===== src/rtl/core/tts_pkg.sv =====
package tts_pkg;

	localparam int TARGET_COUNT = 3;
	localparam int CLOCK_WIDTH = 24;
	localparam int MS_WIDTH = 16;

	localparam int APB_DATA_WIDTH = 32;
	localparam int CFG_REG_COUNT = 2 * TARGET_COUNT;
	localparam int CFG_ADDR_WIDTH = $clog2(4 * CFG_REG_COUNT);
	localparam int CFG_INDEX_WIDTH = CFG_ADDR_WIDTH - 2;

	typedef logic [MS_WIDTH-1:0] ms_t;
	typedef logic [CLOCK_WIDTH-1:0] clk_t;

	localparam ms_t MAX_MS = ms_t'(60000);
	localparam ms_t MIN_DURATION = ms_t'(100);
	localparam ms_t DEFAULT_DURATION = ms_t'(2000);
	localparam int DELAY_STEP = 1000;

	typedef enum logic [2:0] {
		OP_TICK  = 3'd0,
		OP_SHOT  = 3'd1,
		OP_STOP  = 3'd2,
		OP_ARM   = 3'd3,
		OP_RESET = 3'd4
	} op_t;

	typedef enum logic [1:0] {
		ST_HIDDEN = 2'd0,
		ST_SHOWN  = 2'd1,
		ST_ERROR  = 2'd2,
		ST_MOVING = 2'd3
	} status_t;

	typedef enum logic [2:0] {
		CMD_NONE  = 3'd0,
		CMD_SHOW  = 3'd1,
		CMD_HIDE  = 3'd2,
		CMD_STOP  = 3'd3,
		CMD_RESET = 3'd4
	} cmd_t;

	typedef enum logic [1:0] {
		MODE_IDLE = 2'd0,
		MODE_WAIT = 2'd1,
		MODE_RUN  = 2'd2,
		MODE_DONE = 2'd3
	} mode_t;

	typedef struct packed {
		logic [2:0]                   operation;
		status_t [TARGET_COUNT-1:0]   status;
	} step_in_t;

	typedef struct packed {
		cmd_t [TARGET_COUNT-1:0]      command;
		mode_t                        run_mode;
		logic                         aborted;
	} step_out_t;

	typedef struct packed {
		ms_t [TARGET_COUNT-1:0]       delay;
		ms_t [TARGET_COUNT-1:0]       duration;
	} timing_t;

endpackage


===== src/rtl/core/tts_in_if.sv =====
interface tts_in_if;
	logic       valid;
	logic       ready;
	logic [2:0] operation;
	logic [1:0] first_status;
	logic [1:0] second_status;
	logic [1:0] third_status;

	modport source (
		output valid, operation, first_status, second_status, third_status,
		input  ready
	);
	modport sink (
		input  valid, operation, first_status, second_status, third_status,
		output ready
	);
endinterface


===== src/rtl/core/tts_out_if.sv =====
interface tts_out_if;
	logic       valid;
	logic       ready;
	logic [2:0] first_command;
	logic [2:0] second_command;
	logic [2:0] third_command;
	logic [1:0] run_mode;
	logic       aborted;

	modport source (
		output valid, first_command, second_command, third_command, run_mode, aborted,
		input  ready
	);
	modport sink (
		input  valid, first_command, second_command, third_command, run_mode, aborted,
		output ready
	);
endinterface


===== src/rtl/core/tts_cfg.sv =====
module tts_cfg (
	input  logic                                  clk,
	input  logic                                  arst_n,
	input  logic                                  psel,
	input  logic                                  penable,
	input  logic                                  pwrite,
	input  logic [tts_pkg::CFG_ADDR_WIDTH-1:0]    paddr,
	input  logic [tts_pkg::APB_DATA_WIDTH-1:0]    pwdata,
	output logic [tts_pkg::APB_DATA_WIDTH-1:0]    prdata,
	output logic                                  pready,
	output tts_pkg::timing_t                      timing
);
	import tts_pkg::*;

	ms_t [TARGET_COUNT-1:0] delay_q;
	ms_t [TARGET_COUNT-1:0] duration_q;
	logic                   wr;
	logic [CFG_INDEX_WIDTH-1:0] idx;

	assign pready = 1'b1;
	assign wr = psel & penable & pwrite;
	assign idx = paddr[CFG_ADDR_WIDTH-1:2];

	for (genvar t = 0; t < TARGET_COUNT; t++) begin : g_reg
		localparam ms_t DELAY_RESET = ms_t'(DELAY_STEP * t);

		always_ff @(posedge clk or negedge arst_n) begin
			if (!arst_n) begin
				delay_q[t]    <= DELAY_RESET;
				duration_q[t] <= DEFAULT_DURATION;
			end else if (wr) begin
				if (idx == CFG_INDEX_WIDTH'(2 * t))
					delay_q[t] <= pwdata[MS_WIDTH-1:0];
				if (idx == CFG_INDEX_WIDTH'(2 * t + 1))
					duration_q[t] <= pwdata[MS_WIDTH-1:0];
			end
		end

		// clamp on use
		assign timing.delay[t] = (delay_q[t] > MAX_MS) ? MAX_MS : delay_q[t];
		assign timing.duration[t] = (duration_q[t] < MIN_DURATION) ? MIN_DURATION :
			(duration_q[t] > MAX_MS) ? MAX_MS : duration_q[t];
	end

	always_comb begin
		prdata = '0;
		for (int t = 0; t < TARGET_COUNT; t++) begin
			if (idx == CFG_INDEX_WIDTH'(2 * t))
				prdata = APB_DATA_WIDTH'(delay_q[t]);
			if (idx == CFG_INDEX_WIDTH'(2 * t + 1))
				prdata = APB_DATA_WIDTH'(duration_q[t]);
		end
	end

endmodule


===== src/rtl/core/tts_core.sv =====
module tts_core (
	input  logic                clk,
	input  logic                arst_n,
	input  logic                step,
	input  tts_pkg::step_in_t   step_in,
	input  tts_pkg::timing_t    timing,
	output tts_pkg::step_out_t  step_out
);
	import tts_pkg::*;

	mode_t                     mode_q, mode_d;
	logic                      shot_pending_q, shot_pending_d;
	clk_t                      run_clock_q, run_clock_d;
	logic [TARGET_COUNT-1:0]   show_issued_q, show_issued_d;
	logic [TARGET_COUNT-1:0]   shown_seen_q, shown_seen_d;
	clk_t [TARGET_COUNT-1:0]   shown_time_q, shown_time_d;
	logic [TARGET_COUNT-1:0]   hide_issued_q, hide_issued_d;
	logic [TARGET_COUNT-1:0]   hidden_done_q, hidden_done_d;

	logic                      started;
	logic                      running;
	logic                      err;
	clk_t                      rc;
	logic [TARGET_COUNT-1:0]   b_show, b_seen, b_hide, b_done;
	clk_t [TARGET_COUNT-1:0]   b_time;
	logic [TARGET_COUNT-1:0]   n_show, n_seen, n_hide, n_done;
	clk_t [TARGET_COUNT-1:0]   n_time;
	cmd_t [TARGET_COUNT-1:0]   lane_cmd;

	assign started = (step_in.operation == OP_TICK) && shot_pending_q && (mode_q == MODE_WAIT);
	assign running = (step_in.operation == OP_TICK) && (started || mode_q == MODE_RUN);

	always_comb begin
		err = 1'b0;
		for (int i = 0; i < TARGET_COUNT; i++)
			if (step_in.status[i] == ST_ERROR)
				err = 1'b1;
	end

	// run starts with cleared flags and the clock at zero
	assign b_show = started ? '0 : show_issued_q;
	assign b_seen = started ? '0 : shown_seen_q;
	assign b_hide = started ? '0 : hide_issued_q;
	assign b_done = started ? '0 : hidden_done_q;
	assign b_time = started ? '0 : shown_time_q;
	assign rc = started ? '0 : ((run_clock_q == '1) ? run_clock_q : run_clock_q + 1'b1);

	for (genvar i = 0; i < TARGET_COUNT; i++) begin : g_lane
		logic show_go, seen_go, hide_go;

		assign show_go = (rc > clk_t'(timing.delay[i])) && !b_show[i];
		assign n_show[i] = b_show[i] | show_go;
		assign seen_go = n_show[i] && !b_seen[i] && (step_in.status[i] == ST_SHOWN);
		assign n_seen[i] = b_seen[i] | seen_go;
		assign n_time[i] = seen_go ? rc : b_time[i];
		assign hide_go = n_seen[i] && !b_hide[i] &&
			((rc - n_time[i]) >= clk_t'(timing.duration[i]));
		assign n_hide[i] = b_hide[i] | hide_go;
		assign n_done[i] = b_done[i] | (n_hide[i] && (step_in.status[i] == ST_HIDDEN));
		assign lane_cmd[i] = hide_go ? CMD_HIDE : (show_go ? CMD_SHOW : CMD_NONE);
	end

	always_comb begin
		mode_d         = mode_q;
		shot_pending_d = shot_pending_q;
		run_clock_d    = run_clock_q;
		show_issued_d  = show_issued_q;
		shown_seen_d   = shown_seen_q;
		shown_time_d   = shown_time_q;
		hide_issued_d  = hide_issued_q;
		hidden_done_d  = hidden_done_q;
		step_out.aborted = 1'b0;
		for (int i = 0; i < TARGET_COUNT; i++)
			step_out.command[i] = CMD_NONE;

		unique case (step_in.operation)
			OP_TICK: begin
				shot_pending_d = 1'b0;
				if (running) begin
					show_issued_d = b_show;
					shown_seen_d  = b_seen;
					shown_time_d  = b_time;
					hide_issued_d = b_hide;
					hidden_done_d = b_done;
					run_clock_d   = started ? '0 : run_clock_q;
					if (err) begin
						for (int i = 0; i < TARGET_COUNT; i++)
							step_out.command[i] = CMD_STOP;
						mode_d = MODE_IDLE;
						step_out.aborted = 1'b1;
					end else begin
						run_clock_d   = rc;
						show_issued_d = n_show;
						shown_seen_d  = n_seen;
						shown_time_d  = n_time;
						hide_issued_d = n_hide;
						hidden_done_d = n_done;
						step_out.command = lane_cmd;
						mode_d = (&n_done) ? MODE_DONE : MODE_RUN;
					end
				end
			end
			OP_SHOT: begin
				shot_pending_d = 1'b1;
			end
			OP_STOP: begin
				for (int i = 0; i < TARGET_COUNT; i++)
					step_out.command[i] = CMD_STOP;
				mode_d = MODE_IDLE;
			end
			OP_ARM: begin
				for (int i = 0; i < TARGET_COUNT; i++)
					step_out.command[i] = CMD_HIDE;
				shot_pending_d = 1'b0;
				show_issued_d  = '0;
				shown_seen_d   = '0;
				shown_time_d   = '0;
				hide_issued_d  = '0;
				hidden_done_d  = '0;
				mode_d = MODE_WAIT;
			end
			OP_RESET: begin
				for (int i = 0; i < TARGET_COUNT; i++)
					step_out.command[i] = CMD_RESET;
				mode_d = MODE_IDLE;
			end
			default: begin
			end
		endcase
		step_out.run_mode = mode_d;
	end

	always_ff @(posedge clk or negedge arst_n) begin
		if (!arst_n) begin
			mode_q         <= MODE_IDLE;
			shot_pending_q <= 1'b0;
			run_clock_q    <= '0;
			show_issued_q  <= '0;
			shown_seen_q   <= '0;
			shown_time_q   <= '0;
			hide_issued_q  <= '0;
			hidden_done_q  <= '0;
		end else if (step) begin
			mode_q         <= mode_d;
			shot_pending_q <= shot_pending_d;
			run_clock_q    <= run_clock_d;
			show_issued_q  <= show_issued_d;
			shown_seen_q   <= shown_seen_d;
			shown_time_q   <= shown_time_d;
			hide_issued_q  <= hide_issued_d;
			hidden_done_q  <= hidden_done_d;
		end
	end

	a_arm_waits: assert property (@(posedge clk) disable iff (!arst_n)
		step && step_in.operation == OP_ARM |=> mode_q == MODE_WAIT && !shot_pending_q)
		else $error("arm did not enter waiting");

	a_abort_idles: assert property (@(posedge clk) disable iff (!arst_n)
		step && step_out.aborted |=> mode_q == MODE_IDLE)
		else $error("abort did not return to idle");

	a_flag_order: assert property (@(posedge clk) disable iff (!arst_n)
		((hide_issued_q & ~shown_seen_q) == '0) && ((shown_seen_q & ~show_issued_q) == '0))
		else $error("target flags out of order");

	a_clock_adv: assert property (@(posedge clk) disable iff (!arst_n)
		step && step_in.operation == OP_TICK && mode_q == MODE_RUN && !err &&
		run_clock_q != '1 |=> run_clock_q == $past(run_clock_q) + 1'b1)
		else $error("run clock did not advance");

endmodule


===== src/rtl/core/three_target_timed_sequencer.sv =====
// Channel  Dir  Transfer fields
// item     in   operation, first_status, second_status, third_status
// result   out  first_command, second_command, third_command, run_mode, aborted
// apb      in   psel/penable/pwrite/paddr/pwdata -> prdata, pready (always 1)
//
// One item per cycle sustained while the result moves: input register, one
// step of compare and flag logic against the run state, result register.
// An item goes through the input register, then the result register.
// Result stalls hold the result register; the input register keeps taking
// items as long as the result moves. arst_n clears the valid flags and run
// state and loads register defaults, data registers aside; no clearing pass.
module three_target_timed_sequencer (
	input  logic                                 clk,
	input  logic                                 arst_n,
	tts_in_if.sink                               item,
	tts_out_if.source                            result,
	input  logic                                 psel,
	input  logic                                 penable,
	input  logic                                 pwrite,
	input  logic [tts_pkg::CFG_ADDR_WIDTH-1:0]   paddr,
	input  logic [tts_pkg::APB_DATA_WIDTH-1:0]   pwdata,
	output logic [tts_pkg::APB_DATA_WIDTH-1:0]   prdata,
	output logic                                 pready
);
	import tts_pkg::*;

	timing_t    timing;
	logic       item_valid_s1;
	step_in_t   item_s1;
	logic       res_valid_q;
	step_out_t  res_q;
	step_out_t  core_out;
	logic       step;
	logic       take;

	tts_cfg u_cfg (
		.clk     (clk),
		.arst_n  (arst_n),
		.psel    (psel),
		.penable (penable),
		.pwrite  (pwrite),
		.paddr   (paddr),
		.pwdata  (pwdata),
		.prdata  (prdata),
		.pready  (pready),
		.timing  (timing)
	);

	assign step = item_valid_s1 && (!res_valid_q || result.ready);
	assign item.ready = !item_valid_s1 || step;
	assign take = item.valid && item.ready;

	always_ff @(posedge clk or negedge arst_n) begin
		if (!arst_n)
			item_valid_s1 <= 1'b0;
		else
			item_valid_s1 <= take | (item_valid_s1 & ~step);
	end

	always_ff @(posedge clk) begin
		if (take) begin
			item_s1.operation <= item.operation;
			item_s1.status[0] <= status_t'(item.first_status);
			item_s1.status[1] <= status_t'(item.second_status);
			item_s1.status[2] <= status_t'(item.third_status);
		end
	end

	tts_core u_core (
		.clk      (clk),
		.arst_n   (arst_n),
		.step     (step),
		.step_in  (item_s1),
		.timing   (timing),
		.step_out (core_out)
	);

	always_ff @(posedge clk or negedge arst_n) begin
		if (!arst_n)
			res_valid_q <= 1'b0;
		else
			res_valid_q <= step | (res_valid_q & ~result.ready);
	end

	always_ff @(posedge clk) begin
		if (step)
			res_q <= core_out;
	end

	assign result.valid          = res_valid_q;
	assign result.first_command  = res_q.command[0];
	assign result.second_command = res_q.command[1];
	assign result.third_command  = res_q.command[2];
	assign result.run_mode       = res_q.run_mode;
	assign result.aborted        = res_q.aborted;

endmodule

===== src/flat_wrapper.sv =====
// flat-port wrapper written by rule: the top's interface ports become plain ports
module three_target_timed_sequencer_flat import tts_pkg::*;
  (clk, arst_n, psel, penable, pwrite, paddr, pwdata, prdata, pready, item_valid, item_operation, item_first_status, item_second_status, item_third_status, item_ready, result_valid, result_first_command, result_second_command, result_third_command, result_run_mode, result_aborted, result_ready);
  tts_in_if item_i ();
  tts_out_if result_i ();
  input  logic clk;
  input  logic arst_n;
  input  logic psel;
  input  logic penable;
  input  logic pwrite;
  input  logic [tts_pkg::CFG_ADDR_WIDTH-1:0] paddr;
  input  logic [tts_pkg::APB_DATA_WIDTH-1:0] pwdata;
  output logic [tts_pkg::APB_DATA_WIDTH-1:0] prdata;
  output logic pready;
  input wire logic [$bits(item_i.valid)-1:0] item_valid;
  input wire logic [$bits(item_i.operation)-1:0] item_operation;
  input wire logic [$bits(item_i.first_status)-1:0] item_first_status;
  input wire logic [$bits(item_i.second_status)-1:0] item_second_status;
  input wire logic [$bits(item_i.third_status)-1:0] item_third_status;
  output wire logic [$bits(item_i.ready)-1:0] item_ready;
  output wire logic [$bits(result_i.valid)-1:0] result_valid;
  output wire logic [$bits(result_i.first_command)-1:0] result_first_command;
  output wire logic [$bits(result_i.second_command)-1:0] result_second_command;
  output wire logic [$bits(result_i.third_command)-1:0] result_third_command;
  output wire logic [$bits(result_i.run_mode)-1:0] result_run_mode;
  output wire logic [$bits(result_i.aborted)-1:0] result_aborted;
  input wire logic [$bits(result_i.ready)-1:0] result_ready;
  assign item_i.valid = item_valid;
  assign item_i.operation = item_operation;
  assign item_i.first_status = item_first_status;
  assign item_i.second_status = item_second_status;
  assign item_i.third_status = item_third_status;
  assign item_ready = item_i.ready;
  assign result_valid = result_i.valid;
  assign result_first_command = result_i.first_command;
  assign result_second_command = result_i.second_command;
  assign result_third_command = result_i.third_command;
  assign result_run_mode = result_i.run_mode;
  assign result_aborted = result_i.aborted;
  assign result_i.ready = result_ready;
  three_target_timed_sequencer u_core (.clk(clk), .arst_n(arst_n), .item(item_i), .result(result_i), .psel(psel), .penable(penable), .pwrite(pwrite), .paddr(paddr), .pwdata(pwdata), .prdata(prdata), .pready(pready));
endmodule

===== config.mk =====
export PLATFORM = sky130hd
export DESIGN_NAME = three_target_timed_sequencer_flat
export DESIGN_NICKNAME = d
export VERILOG_FILES = /design/src/rtl/core/tts_pkg.sv /design/src/rtl/core/tts_in_if.sv /design/src/rtl/core/tts_out_if.sv /design/src/rtl/core/tts_cfg.sv /design/src/rtl/core/tts_core.sv /design/src/rtl/core/three_target_timed_sequencer.sv /design/src/flat_wrapper.sv
export SDC_FILE = /design/constraint.sdc
export NUM_CORES = 1
export LEC_CHECK = 0
export BUFFER_PORTS_ARGS = -buffer_cell sky130_fd_sc_hd__buf_2
export CAP_MARGIN = 40
export CORE_ASPECT_RATIO = 1.1
export CORE_UTILIZATION = 65
export CTS_CLUSTER_SIZE = 28
export DETAILED_ROUTE_END_ITERATION = 16
export MAX_ROUTING_LAYER = met4
export PLACE_DENSITY = 0.85
export SYNTH_ARGS = -nofsm -noshare
export SYNTH_HDL_FRONTEND = slang
export SYNTH_SLANG_ARGS = --single-unit

===== constraint.sdc =====
create_clock -name clk -period 12.8 [get_ports clk]
set_clock_uncertainty 0.05 [all_clocks]
set_input_delay 1.92 -clock clk [delete_from_list [all_inputs] [get_ports clk]]
set_output_delay 1.92 -clock clk [all_outputs]
set_load 0.02 [all_outputs]

==> qor.csv <==
stage,metric,value,unit
logic_synthesis,synth_compound_area_share,19.9,%
power_and_ir_drop,p_leak,0.00879,µW
logic_synthesis,synth-adder-area-share,12.1,%
power_and_ir_drop,power_density,117,mW/mm²
setup_path,max_stage_delay,0.67,ns
clock_tree,htreeDepth,1,
logic_synthesis,synth_seq_cells,228,
timing,min_period,11.18,ns
clock_tree,hold_buffers,0,
timing,hold_viol,0,
run,maxCapViolCount,0,
routing,drt-total-wl,54500,µm
logic_synthesis,yosysTopAreaCell,dfrtp_1,
clock_tree,ctsResizeCount,0,
power_and_ir_drop,power_frac_clock,34.6,%
layout,stdcell_area,0.0192,mm²
timing,finalSetupTns,0,ns
power_and_ir_drop,switching_power,735,µW
logic_synthesis,ys_seq_area_share,33.1,%
routing,drt_iter0_drc,1731,
logic_synthesis,synth_top_family_by_area,compound AO/OA/AOI/OAI gates,
clock_tree,clock-sinks,228,
setup_path,path_max_fanout,42,
setup_path,crit_required,13.06,ns
global_routing,overflow,0,
logic_synthesis,synthXorXnorAreaFrac,3.67,%
floorplanning,die_w,159,µm
place,numPortBuffers,64,
floorplanning,core_area,0.0264,mm²
power_and_ir_drop,p_int,1510,µW
logic_synthesis,syn_avg_cell_area,8.72,µm²
logic_synthesis,synth_area_leaders,"dfrtp_1, ha_1, nand2_1",
power_and_ir_drop,power_frac_comb,24.7,%
routing,drtPass1Iterations,8,
power_and_ir_drop,swShare,32.8,%
layout,multi_input_area,0.0111,mm²
setup_path,crit_path_frequent_cell,nor2_1,
layout,final_nets,2276,
clock_tree,numCtsBuffers,26,
place,place_congestion,0.982,
clock_tree,cts_buffer_depth,3,
logic_synthesis,yosys.area_share.simple,18.0,%
floorplanning,die-area,0.0278,mm²
logic_synthesis,async_flop_share,91.7,%
layout,final_layout_size_suffix_gt1_share,14.3,%
timing,slew_violations,0,
routing,vias,16453,
routing,wl_per_cell,22.4,µm
place,place_area,0.0183,mm²
clock_tree,clock_latency,0.55,ns
timing,finalCritPeriodShare,87.4,%
routing,vias_per_cell,6.77,
timing,finalSetupViolations,0,
global_routing,grt_pass1_wl,85600,µm
logic_synthesis,yosysMostFrequentCell,nand2_1,
logic_synthesis,synth.area.mux_share,8.46,%
place,dpl.hpwl,40000,µm
floorplanning,dieHeight,175,µm
logic_synthesis,synthCells,2023,
setup_path,path_class,reg -> reg,
outcome,outcome,"complete, no violations",
timing,rsz0062_at_grt,false,
timing,worst_slew_pin_slew,0.890,ns
logic_synthesis,syn_area,0.0176,mm²
global_routing,grt_pass1_vias,15917,
layout,syn2layout_area_growth,8.91,%
routing,route.detailed.drc,0,
power_and_ir_drop,vdd_drop_max,0.184,mV
clock_tree,clk_pin_slew,0.06,ns
global_routing,grt_use_total,40.4,%
floorplanning,io_pins,100,
logic_synthesis,synth_ff_type,dfrtp_1,
floorplanning,std_cell_rows,62,
power_and_ir_drop,seq_power_share,40.6,%
setup_path,cp.arrival,11.44,ns
routing,ant_nets,0,
timing,slew_headroom,40.7,%
clock_tree,cts_tree,built,
logic_synthesis,synth_cell_type_count,83,
logic_synthesis,yosys-top-cells-count,"nand2_1, dfrtp_1, ha_1",
logic_synthesis,ys_warn_count,0,
timing,max_freq,0.0894,GHz
logic_synthesis,synth_edf_count,19,
setup_path,slowest_stage,o31ai_1,
floorplanning,initial_core_util,66.9,%
logic_synthesis,synth_top_area_share,25.4,%
clock_tree,cts_setup_buffers,0,
clock_tree,cts_root_buffer,clkbuf_16,
global_routing,grt_max_degree,65,
layout,regArea,0.00584,mm²
global_routing,antenna_found_initial,4,
layout,n_fill_cell,2009,
setup_path,cp-start-kind,flip-flop,
setup_path,endpoint_kind,flip-flop,
worst_hold_path,hold_class,reg -> reg,
[registers in the layout, summed over array words and instances, names as in the netlist, 3 cells and up]
signal,count
u_core.item_s1,9
u_core.result.third_command,3
u_core.u_cfg.delay_q,48
u_core.u_cfg.duration_q,48
u_core.u_core.hidden_done_q,3
u_core.u_core.hide_issued_q,3
u_core.u_core.run_clock_q,24
u_core.u_core.show_issued_q,3
u_core.u_core.shown_seen_q,3
u_core.u_core.shown_time_q,72
[path summary, 6_finish.rpt]
kind	endpoint	cells past startpoint	slack [ns]	from
min reg2reg	u_core.u_core.shown_time_q[17]	2	0.44	u_core.u_core.shown_time_q[17]
min	u_core.u_core.shown_time_q[17]	2	0.44	u_core.u_core.shown_time_q[17]
max reg2reg	u_core.result.third_command[1]	41	1.62	u_core.u_core.run_clock_q[0]
min in group asynchronous	u_core.u_core.shot_pending_q	1	1.31	arst_n
max	u_core.result.third_command[1]	41	1.62	u_core.u_core.run_clock_q[0]
max in group asynchronous	u_core.u_cfg.duration_q[9]	4	9.95	arst_n
[per-layer routing]
layer	global-route usage, %	share of wire (%)
met4	29.4	8.1
met2	64.7	46
met3	5.46	7.6
met1	46.9	38
met5	-	0
[logic make-up (layout without fill, tap and decap cells)]
logic type      Yosys count  count (layout)
other cells               2              21
buf+inv                 200             236
mux                     121             121
fa+ha+maj               169             169
simple gates            669             669
flops                   228             228
xor+xnor                 74              74
compound gates          560             560
[through the flow]
stage                     hold WS (ns)  util (%)  total power (µW)  std cells  setup slack, ns
after floorplan                  0.394         -              1260       2038             4.63
after global placement           0.408      68.8              1420       2366             1.72
after detailed placement         0.420      69.4              1460       2378             2.03
after CTS                        0.434      72.8              2230       2426             1.92
after global routing             0.461      72.8              2320       2430            0.987
final                            0.437      72.8              2240       2430             1.62
[critical path: cells and delay by family, from the launching register on]
family                   cells  cell delay (ns)
AO/OA/AOI/OAI               15             4.25
XOR/XNOR                     2             0.26
adder cells (fa/ha/maj)      4             1.13
buffers and inverters        2             0.81
flip-flops                   1             0.42
AND/OR/NAND/NOR             18             4.01
[power groups by stage]
stage	combinational, µW	clock, µW	sequential [µW]
floorplan	380	0	876
global placement	513	0	909
detailed placement	540	0	916
CTS	547	778	905
global route	601	806	917
finish	555	777	912
[layout by cell type (no fill, tap or decap), types with 47 or more instances in the layout]
cell and count:
nand2_1 260, ha_1 166, o21ai_0 136, buf_2 64
mux2_2 84, dfrtp_1 179, a31oi_1 80, nand3_1 47
nor2_1 137, a21oi_1 109, inv_1 90
[layout make-up]
cell class	instances	area share, %
Sequential cell	228	30.4
Timing Repair Buffer	95	3.30
Multi-Input combinational cell	1610	57.5
Tap cell	352	2.29
Clock buffer	38	3.88
Clock inverter	10	0.736
Antenna cell	4	0.0521
Inverter	93	1.82
(Power assumes the default switching activity.)
